### src/rtl/modular_exponentiation_macros.svh
// Assertion macros for the modular exponentiation controller.
// Each macro expects signals named clk and arst_n in the enclosing scope.
`ifndef MODULAR_EXPONENTIATION_MACROS_SVH
`define MODULAR_EXPONENTIATION_MACROS_SVH

// Same-cycle implication.
`define MEXP_ASSERT_IMP(label, ante, cons, msg) \
	label: assert property (@(posedge clk) disable iff (!arst_n) (ante) |-> (cons)) \
		else $error(msg);

// Next-cycle implication.
`define MEXP_ASSERT_NXT(label, ante, cons, msg) \
	label: assert property (@(posedge clk) disable iff (!arst_n) (ante) |=> (cons)) \
		else $error(msg);

`endif

### src/rtl/mexp_pkg.sv
`default_nettype none

package mexp_pkg;

	localparam int unsigned FIELD_BITS           = 32;
	localparam int unsigned OPERAND_BITS_DEFAULT = 32;

	typedef enum logic [2:0] {
		ST_IDLE,
		ST_REDUCE,
		ST_SQUARE,
		ST_MULT,
		ST_DONE
	} mexp_state_t;

	// Multiplicand of the bit-serial modular multiplier.
	typedef enum logic [1:0] {
		MCAND_ONE,
		MCAND_ACC,
		MCAND_BASE
	} mexp_mcand_t;

	typedef struct packed {
		logic [FIELD_BITS-1:0] base_value;
		logic [FIELD_BITS-1:0] exponent_value;
		logic [FIELD_BITS-1:0] modulus_value;
	} mexp_req_t;

	typedef struct packed {
		logic [FIELD_BITS-1:0] power_residue;
	} mexp_rsp_t;

	typedef struct packed {
		logic        load;
		logic        mul_start;
		logic        mul_step;
		mexp_mcand_t mcand_sel;
		logic        base_write;
		logic        acc_write;
		logic        exp_shift;
		logic        res_write;
	} mexp_cmd_t;

	typedef struct packed {
		logic in_exp_zero;
		logic in_mod_zero;
		logic exp_msb;
	} mexp_status_t;

endpackage

`default_nettype wire

### src/rtl/mexp_stream_if.sv
`default_nettype none

interface mexp_stream_if #(
	parameter type payload_t = logic
);
	logic     valid;
	logic     ready;
	payload_t payload;

	modport source (output valid, output payload, input ready);
	modport sink (input valid, input payload, output ready);
endinterface

`default_nettype wire

### src/rtl/mexp_datapath.sv
`default_nettype none

module mexp_datapath #(
	parameter int unsigned OPERAND_BITS = mexp_pkg::OPERAND_BITS_DEFAULT
) (
	input  wire                 clk,
	input  mexp_pkg::mexp_cmd_t cmd,
	input  mexp_pkg::mexp_req_t in_data,
	output mexp_pkg::mexp_status_t status,
	output mexp_pkg::mexp_rsp_t out_data
);

	localparam logic [OPERAND_BITS-1:0] ONE = OPERAND_BITS'(1);

	logic [OPERAND_BITS-1:0] b_in;
	logic [OPERAND_BITS-1:0] e_in;
	logic [OPERAND_BITS-1:0] m_in;

	logic [OPERAND_BITS-1:0] mod_q;
	logic [OPERAND_BITS-1:0] exp_q;
	logic [OPERAND_BITS-1:0] mplier_q;
	logic [OPERAND_BITS-1:0] prod_q;
	logic [OPERAND_BITS-1:0] acc_q;
	logic [OPERAND_BITS-1:0] base_q;
	logic [mexp_pkg::FIELD_BITS-1:0] res_q;

	logic [OPERAND_BITS-1:0] mcand;
	logic [OPERAND_BITS-1:0] dbl;
	logic [OPERAND_BITS-1:0] prod_next;

	// (a + b) mod m for a, b below m. The plain sum is only taken when it stays below m,
	// so it never leaves the operand width.
	function automatic logic [OPERAND_BITS-1:0] add_mod(
		input logic [OPERAND_BITS-1:0] a,
		input logic [OPERAND_BITS-1:0] b,
		input logic [OPERAND_BITS-1:0] m
	);
		logic [OPERAND_BITS-1:0] gap;
		gap = m - b;
		return (a >= gap) ? (a - gap) : (a + b);
	endfunction

	assign b_in = OPERAND_BITS'(in_data.base_value);
	assign e_in = OPERAND_BITS'(in_data.exponent_value);
	assign m_in = OPERAND_BITS'(in_data.modulus_value);

	assign status.in_exp_zero = (e_in == '0);
	assign status.in_mod_zero = (m_in == '0);
	assign status.exp_msb     = exp_q[OPERAND_BITS-1];

	always_comb begin
		case (cmd.mcand_sel)
			mexp_pkg::MCAND_ONE:  mcand = ONE;
			mexp_pkg::MCAND_ACC:  mcand = acc_q;
			mexp_pkg::MCAND_BASE: mcand = base_q;
			default:              mcand = ONE;
		endcase
	end

	// One multiplier bit per cycle, MSB first: double, then add the multiplicand if the bit is 1.
	// With a multiplicand of one this is a plain restoring remainder of the multiplier.
	assign dbl       = add_mod(prod_q, prod_q, mod_q);
	assign prod_next = mplier_q[OPERAND_BITS-1] ? add_mod(dbl, mcand, mod_q) : dbl;

	always_ff @(posedge clk) begin
		if (cmd.load) begin
			mod_q    <= m_in;
			exp_q    <= e_in;
			mplier_q <= b_in;
			prod_q   <= '0;
			if (e_in == '0) begin
				acc_q <= ONE;
			end else if (m_in <= ONE) begin
				acc_q <= '0;
			end else begin
				acc_q <= ONE;
			end
		end
		if (cmd.mul_start) begin
			prod_q   <= '0;
			mplier_q <= acc_q;
		end
		if (cmd.mul_step) begin
			prod_q   <= prod_next;
			mplier_q <= mplier_q << 1;
		end
		if (cmd.base_write) begin
			base_q <= prod_next;
		end
		if (cmd.acc_write) begin
			acc_q <= prod_next;
		end
		if (cmd.exp_shift) begin
			exp_q <= exp_q << 1;
		end
		if (cmd.res_write) begin
			res_q <= mexp_pkg::FIELD_BITS'(acc_q);
		end
	end

	assign out_data.power_residue = res_q;

endmodule

`default_nettype wire

### src/rtl/mexp_ctrl.sv
`default_nettype none

`include "modular_exponentiation_macros.svh"

module mexp_ctrl #(
	parameter int unsigned OPERAND_BITS = mexp_pkg::OPERAND_BITS_DEFAULT
) (
	input  wire                    clk,
	input  wire                    arst_n,
	input  wire                    in_valid,
	output logic                   in_ready,
	output logic                   out_valid,
	input  wire                    out_ready,
	input  mexp_pkg::mexp_status_t status,
	output mexp_pkg::mexp_cmd_t    cmd
);

	localparam int unsigned STEP_W = $clog2(OPERAND_BITS + 1);
	localparam int unsigned EBIT_W = $clog2(OPERAND_BITS);
	localparam logic [STEP_W-1:0] STEP_LAST = STEP_W'(OPERAND_BITS);
	localparam logic [EBIT_W-1:0] EBIT_LAST = EBIT_W'(OPERAND_BITS - 1);

	mexp_pkg::mexp_state_t state_q, state_d;
	logic [STEP_W-1:0] step_cnt_q, step_cnt_d;
	logic [EBIT_W-1:0] ebit_cnt_q, ebit_cnt_d;
	logic              out_valid_q;
	logic              out_free;

	assign out_free  = !out_valid_q || out_ready;
	assign out_valid = out_valid_q;

	always_ff @(posedge clk or negedge arst_n) begin
		if (!arst_n) begin
			state_q     <= mexp_pkg::ST_IDLE;
			step_cnt_q  <= '0;
			ebit_cnt_q  <= '0;
			out_valid_q <= 1'b0;
		end else begin
			state_q    <= state_d;
			step_cnt_q <= step_cnt_d;
			ebit_cnt_q <= ebit_cnt_d;
			if (cmd.res_write) begin
				out_valid_q <= 1'b1;
			end else if (out_ready) begin
				out_valid_q <= 1'b0;
			end
		end
	end

	always_comb begin
		state_d       = state_q;
		step_cnt_d    = step_cnt_q;
		ebit_cnt_d    = ebit_cnt_q;
		in_ready      = 1'b0;
		cmd           = '0;
		cmd.mcand_sel = mexp_pkg::MCAND_ONE;

		case (state_q)
			mexp_pkg::ST_IDLE: begin
				in_ready = 1'b1;
				if (in_valid) begin
					cmd.load   = 1'b1;
					step_cnt_d = STEP_W'(1);
					ebit_cnt_d = '0;
					if (status.in_exp_zero || status.in_mod_zero) begin
						state_d = mexp_pkg::ST_DONE;
					end else begin
						state_d = mexp_pkg::ST_REDUCE;
					end
				end
			end
			mexp_pkg::ST_REDUCE: begin
				cmd.mul_step = 1'b1;
				step_cnt_d   = step_cnt_q + STEP_W'(1);
				if (step_cnt_q == STEP_LAST) begin
					cmd.base_write = 1'b1;
					step_cnt_d     = '0;
					state_d        = mexp_pkg::ST_SQUARE;
				end
			end
			mexp_pkg::ST_SQUARE: begin
				cmd.mcand_sel = mexp_pkg::MCAND_ACC;
				if (step_cnt_q == '0) begin
					cmd.mul_start = 1'b1;
					step_cnt_d    = STEP_W'(1);
				end else begin
					cmd.mul_step = 1'b1;
					step_cnt_d   = step_cnt_q + STEP_W'(1);
					if (step_cnt_q == STEP_LAST) begin
						cmd.acc_write = 1'b1;
						step_cnt_d    = '0;
						if (status.exp_msb) begin
							state_d = mexp_pkg::ST_MULT;
						end else begin
							cmd.exp_shift = 1'b1;
							if (ebit_cnt_q == EBIT_LAST) begin
								state_d = mexp_pkg::ST_DONE;
							end else begin
								ebit_cnt_d = ebit_cnt_q + EBIT_W'(1);
							end
						end
					end
				end
			end
			mexp_pkg::ST_MULT: begin
				cmd.mcand_sel = mexp_pkg::MCAND_BASE;
				if (step_cnt_q == '0) begin
					cmd.mul_start = 1'b1;
					step_cnt_d    = STEP_W'(1);
				end else begin
					cmd.mul_step = 1'b1;
					step_cnt_d   = step_cnt_q + STEP_W'(1);
					if (step_cnt_q == STEP_LAST) begin
						cmd.acc_write = 1'b1;
						cmd.exp_shift = 1'b1;
						step_cnt_d    = '0;
						if (ebit_cnt_q == EBIT_LAST) begin
							state_d = mexp_pkg::ST_DONE;
						end else begin
							ebit_cnt_d = ebit_cnt_q + EBIT_W'(1);
							state_d    = mexp_pkg::ST_SQUARE;
						end
					end
				end
			end
			mexp_pkg::ST_DONE: begin
				// The result moves to the output register once the previous beat has left.
				if (out_free) begin
					cmd.res_write = 1'b1;
					state_d       = mexp_pkg::ST_IDLE;
				end
			end
			default: begin
				state_d = mexp_pkg::ST_IDLE;
			end
		endcase
	end

	`MEXP_ASSERT_IMP(a_res_no_overwrite, cmd.res_write && out_valid_q, out_ready, "pending result overwritten")
	`MEXP_ASSERT_IMP(a_step_bound, 1'b1, step_cnt_q <= STEP_LAST, "step counter out of range")
	`MEXP_ASSERT_NXT(a_trivial_short, in_valid && in_ready && (status.in_exp_zero || status.in_mod_zero), state_q == mexp_pkg::ST_DONE, "trivial item did not skip the multiplier")
	`MEXP_ASSERT_NXT(a_ebit_hold, cmd.mul_step && (step_cnt_q != STEP_LAST), $stable(ebit_cnt_q), "exponent bit advanced mid-multiplication")

endmodule

`default_nettype wire

### src/rtl/modular_exponentiation.sv
// Modular exponentiation, base ** exponent mod modulus, by left-to-right square and multiply.
// One result beat follows each request beat. A zero exponent gives 1 for every modulus, and a
// zero modulus with a nonzero exponent gives 0; both skip the multiplier and go straight to the
// done state. Every other item uses the single bit-serial modular multiplier, which handles
// one multiplier bit per cycle and serves the initial base reduction, every squaring and
// every multiplication in turn.
// One item is worked on at a time; a new request is taken while the previous result still
// waits in the output register.
`default_nettype none

module modular_exponentiation #(
	parameter int unsigned OPERAND_BITS = mexp_pkg::OPERAND_BITS_DEFAULT
) (
	input wire             clk,
	input wire             arst_n,
	mexp_stream_if.sink    req,
	mexp_stream_if.source  rsp
);

	mexp_pkg::mexp_cmd_t    cmd;
	mexp_pkg::mexp_status_t status;
	mexp_pkg::mexp_rsp_t    res;

	mexp_ctrl #(
		.OPERAND_BITS(OPERAND_BITS)
	) u_ctrl (
		.clk       (clk),
		.arst_n    (arst_n),
		.in_valid  (req.valid),
		.in_ready  (req.ready),
		.out_valid (rsp.valid),
		.out_ready (rsp.ready),
		.status    (status),
		.cmd       (cmd)
	);

	mexp_datapath #(
		.OPERAND_BITS(OPERAND_BITS)
	) u_datapath (
		.clk      (clk),
		.cmd      (cmd),
		.in_data  (req.payload),
		.status   (status),
		.out_data (res)
	);

	assign rsp.payload = res;

endmodule

`default_nettype wire

### src/flat_wrapper.sv
// flat-port wrapper written by rule: the top's interface ports become plain ports
module modular_exponentiation_flat 
#(
	parameter int unsigned OPERAND_BITS = mexp_pkg::OPERAND_BITS_DEFAULT
)
  (clk, arst_n, req_valid, req_payload, req_ready, rsp_valid, rsp_payload, rsp_ready);
  mexp_stream_if #(.payload_t(mexp_pkg::mexp_req_t)) req_i ();
  mexp_stream_if #(.payload_t(mexp_pkg::mexp_rsp_t)) rsp_i ();
  input wire clk;
  input wire arst_n;
  input wire logic [$bits(req_i.valid)-1:0] req_valid;
  input wire logic [$bits(req_i.payload)-1:0] req_payload;
  output wire logic [$bits(req_i.ready)-1:0] req_ready;
  output wire logic [$bits(rsp_i.valid)-1:0] rsp_valid;
  output wire logic [$bits(rsp_i.payload)-1:0] rsp_payload;
  input wire logic [$bits(rsp_i.ready)-1:0] rsp_ready;
  assign req_i.valid = req_valid;
  assign req_i.payload = req_payload;
  assign req_ready = req_i.ready;
  assign rsp_valid = rsp_i.valid;
  assign rsp_payload = rsp_i.payload;
  assign rsp_i.ready = rsp_ready;
  modular_exponentiation #(.OPERAND_BITS(OPERAND_BITS)) u_core (.clk(clk), .arst_n(arst_n), .req(req_i), .rsp(rsp_i));
endmodule
### config.mk
export PLATFORM = sky130hd
export DESIGN_NAME = modular_exponentiation_flat
export DESIGN_NICKNAME = d
export VERILOG_FILES = /design/src/rtl/mexp_pkg.sv /design/src/rtl/mexp_stream_if.sv /design/src/rtl/mexp_datapath.sv /design/src/rtl/mexp_ctrl.sv /design/src/rtl/modular_exponentiation.sv /design/src/flat_wrapper.sv
export VERILOG_INCLUDE_DIRS = /design/src /design/src/rtl
export SDC_FILE = /design/constraint.sdc
export NUM_CORES = 1
export LEC_CHECK = 0
export BUFFER_PORTS_ARGS = -buffer_cell sky130_fd_sc_hd__buf_2
export CORE_MARGIN = 2
export CORE_UTILIZATION = 65
export CTS_CLUSTER_SIZE = 8
export DETAILED_ROUTE_END_ITERATION = 7
export GPL_TIMING_DRIVEN = 0
export HOLD_SLACK_MARGIN = 0.03
export PLACE_DENSITY = 0.85
export SLEW_MARGIN = 10
export SYNTH_ARGS = -nofsm -noshare
export SYNTH_HDL_FRONTEND = slang
export SYNTH_SLANG_ARGS = --single-unit
### constraint.sdc
create_clock -name clk -period 19.5 [get_ports clk]
set_input_delay 3.9 -clock clk [delete_from_list [all_inputs] [get_ports clk]]
set_output_delay 3.9 -clock clk [all_outputs]
set_load 0.02 [all_outputs]
==> metrics.yaml <==
synth_area_leaders: "edfxtp_1 36%, ha_1 11%, o21ai_0 4.0%"
hold_path_class: "flop to flop"
drive_gt1_frac: 0.117
groute.usage.overall: 0.371
drt-wirelength-per-cell_um: 22.1
cts.reportedPaths.clkPinSlew_ns: 0.05
postSynthRegisterBits: 239
post_synth.cell_area_avg_um2: 9.22
synth_edf_count: 222
max_freq_mhz: 86.1
drv_slew: 0
grt_remaining_overflow: 0
finish.net_count: 2454
grt_max_degree: 35
asyncSetResetFlopFracSynth: 0.0628
min_period_ns: 11.61
maxCapViolations: 0
wl_um: 57200
detailedRoute.firstPassIterationCount: 7
cts_hold_buffers: 0
netlist-cell-type-count: 82
deepest_level_of_the_cts_h_tree: 2
critPathCaptureType: "flop"
cts-root-to-sink-buffers: 3
antenna_found_initial: 1
post_drt_via_cell_ratio: 6.61
cts_root_buf: "clkbuf_16"
detailedRoute.firstIterationViolations: 1913
finalCritPeriodShare: 0.595
setup_repair_after_global_routing_missed_its_margin: "no"
dp.final_hpwl_um: 44000
worst_slew_pin_slew_ns: 1.34
floorplan.rows: 61
fp.dieArea_um2: 29900
finalSetupTns_ns: 0
cts_tree: "yes"
fin_skew_ns: 0.0267
drtAntennaViolNets: 0
setup_buffers_after_cts: 0
core_area_um2: 27900
yosysWarningCount: 0
fp.dieH_um: 173
synth_top_area_cell: "edfxtp_1"
routabilityCongestion: 0.980
grt_pass1_vias: 16500
syn_nets: 2280
n_fill_cell: 2052
crit_family: "compound AO/OA/AOI/OAI gates"
route.vias.total: 17100
slew-limit-headroom: 0.107
final-hold-violation-count: 0
drc: 0
layout-area-overhead-vs-synth_pct: 12.3
setup_viol: 0
synth_top_flop_cell: "edfxtp_1"
worstPathMaxFanout: 10
netlist_instances: 2014
critical_path.startpoint_type: "flop"
port_buffers: 133
global_route_wire_length_before_repair_um: 87700
cts_resized: 0
io_pins: 134
path_class: "flop to flop"
timing.critical_path.slowest_cell_delay_ns: 0.60
numCtsBuffers: 35
cp_data_arrival_time_ns: 11.86
synthDominantCellAreaShare: 0.359
timing.critical_path.required_ns: 19.75
share_of_the_yosys_chip_area_belonging_to_registers: 0.381
critical_path.n_buffers_inverters: 6
initial_core_util: 0.665
floorplan.die.width_um: 173
syn_area_um2: 18600
critical_path.slowest_cell: "nor2_1"
worstSkewPairLatency_ns: 0.54
status: "finished, final reports clean"
cts.sink_count: 239
==> synth_stat cells (all sizes together), types with 24 or more instances <==
cell type and n:
o21a 26, xnor2 74, a31oi 28, o21ai 155
nor3 46, inv 152, a21o 59, or2 42
nor2 157, edfxtp 222, nand3 36, clkbuf 59
a22o 34, a211oi 24, nand2b 35, nand2 134
o21bai 25, a21oi 145, ha 162, a22oi 94
xor2 54
==> layout make-up <==
type                            count  area [um^2]  area share
Antenna cell                        1         2.50    0.000120
Buffer                             70          298      0.0143
Clock buffer                       51          936      0.0449
Clock inverter                      3         76.3     0.00366
Inverter                          154          578      0.0277
Multi-Input combinational cell   1551        10600       0.510
Sequential cell                   239         7080       0.340
Tap cell                          378          473      0.0227
Timing Repair Buffer              137          761      0.0365
==> layout by cell type (no fill, tap or decap), drive strengths merged, types with 17 or more instances in the layout <==
cell    count
nor4       17
o21a       26
ha        162
o21ai     155
a211oi     24
or2        42
a22oi      94
nand3      36
nand2b     35
a21o       59
nor3       46
clkbuf    110
xor2       54
inv       152
o21bai     25
nand2     134
a22o       34
and2       17
nor2b      22
and3       21
xnor2      74
a21oi     145
a31oi      28
nor2      157
edfxtp    222
nand4      17
buf       148
==> path summary, 6_finish.rpt <==
path	startpoint	end	slack, ns	depth (start not counted)
worst max-delay path	u_core.u_datapath.mod_q[0]	u_core.u_datapath.base_q[30]	7.89	43
worst min-delay path	u_core.u_datapath.exp_q[0]	u_core.u_datapath.exp_q[0]	0.46	2
worst max register to register	u_core.u_datapath.mod_q[0]	u_core.u_datapath.base_q[30]	7.89	43
worst min register to register	u_core.u_datapath.exp_q[0]	u_core.u_datapath.exp_q[0]	0.46	2
max in group asynchronous	arst_n	u_core.u_ctrl.step_cnt_q[1]	15.93	1
min in group asynchronous	arst_n	u_core.u_ctrl.out_valid	3.28	1
==> logic make-up (layout without fill, tap and decap cells) <==
| family | count (synthesis) | count (layout) | share of synthesized area |
|---|---|---|---|
| compound gates | 678 | 678 | 0.243 |
| xor+xnor | 128 | 128 | 0.0604 |
| flops | 239 | 239 | 0.381 |
| simple gates | 569 | 569 | 0.148 |
| mux | 10 | 10 | 0.00586 |
| fa+ha+maj | 166 | 166 | 0.113 |
| other cells | 0 | 1 | 0 |
| buf+inv | 224 | 415 | 0.0471 |
==> registers in the layout, indices dropped and copies added, names as in the netlist <==
| name | flops |
|---|---|
| u_core.u_ctrl.state_q | 3 |
| u_core.u_datapath.acc_q | 32 |
| u_core.u_ctrl.step_cnt_q | 6 |
| u_core.u_ctrl.out_valid | 1 |
| u_core.u_datapath.base_q | 32 |
| u_core.u_ctrl.ebit_cnt_q | 5 |
| u_core.u_datapath.exp_q | 32 |
| u_core.u_datapath.out_data | 32 |
| u_core.u_datapath.mplier_q | 32 |
| u_core.u_datapath.mod_q | 32 |
| u_core.u_datapath.prod_q | 32 |
==> worst register-to-register path: cells and delay by family (launching register included) <==
kind | cells | cell delay (ns)
AO/OA/AOI/OAI | 23 | 6.14
XOR/XNOR | 2 | 0.34
buffers and inverters | 6 | 1.48
AND/OR/NAND/NOR | 7 | 1.60
multiplexers | 1 | 0.11
adder cells (fa/ha/maj) | 4 | 1.19
flip-flops | 1 | 0.45
==> metrics by stage <==
stage          utilization  worst slack [ns]  hold slack (ns)  std cells  cell area [um^2]
4_1_cts              0.746              8.12            0.464       2583             20800
3_3_place_gp         0.705              8.60            0.447       2525             19700
6_report             0.746              7.89            0.465       2584             20800
3_5_place_dp         0.710              8.26            0.453       2529             19800
5_1_grt              0.746              7.20            0.477       2584             20800
2_1_floorplan            -             11.05            0.436       2014             18600
==> routing by layer <==
metal  wire [um]  GRT usage  vias to the layer above
met5           0          0                        -
li1            -          -                     7850
met2       26200      0.602                      931
met4        3700      0.207                        0
met1       22200      0.477                     8100
met3        5070     0.0552                      201
Power is left out: the tool's default activity adds up to more than one toggle a clock period on the data nets, which glitch-free logic cannot reach.
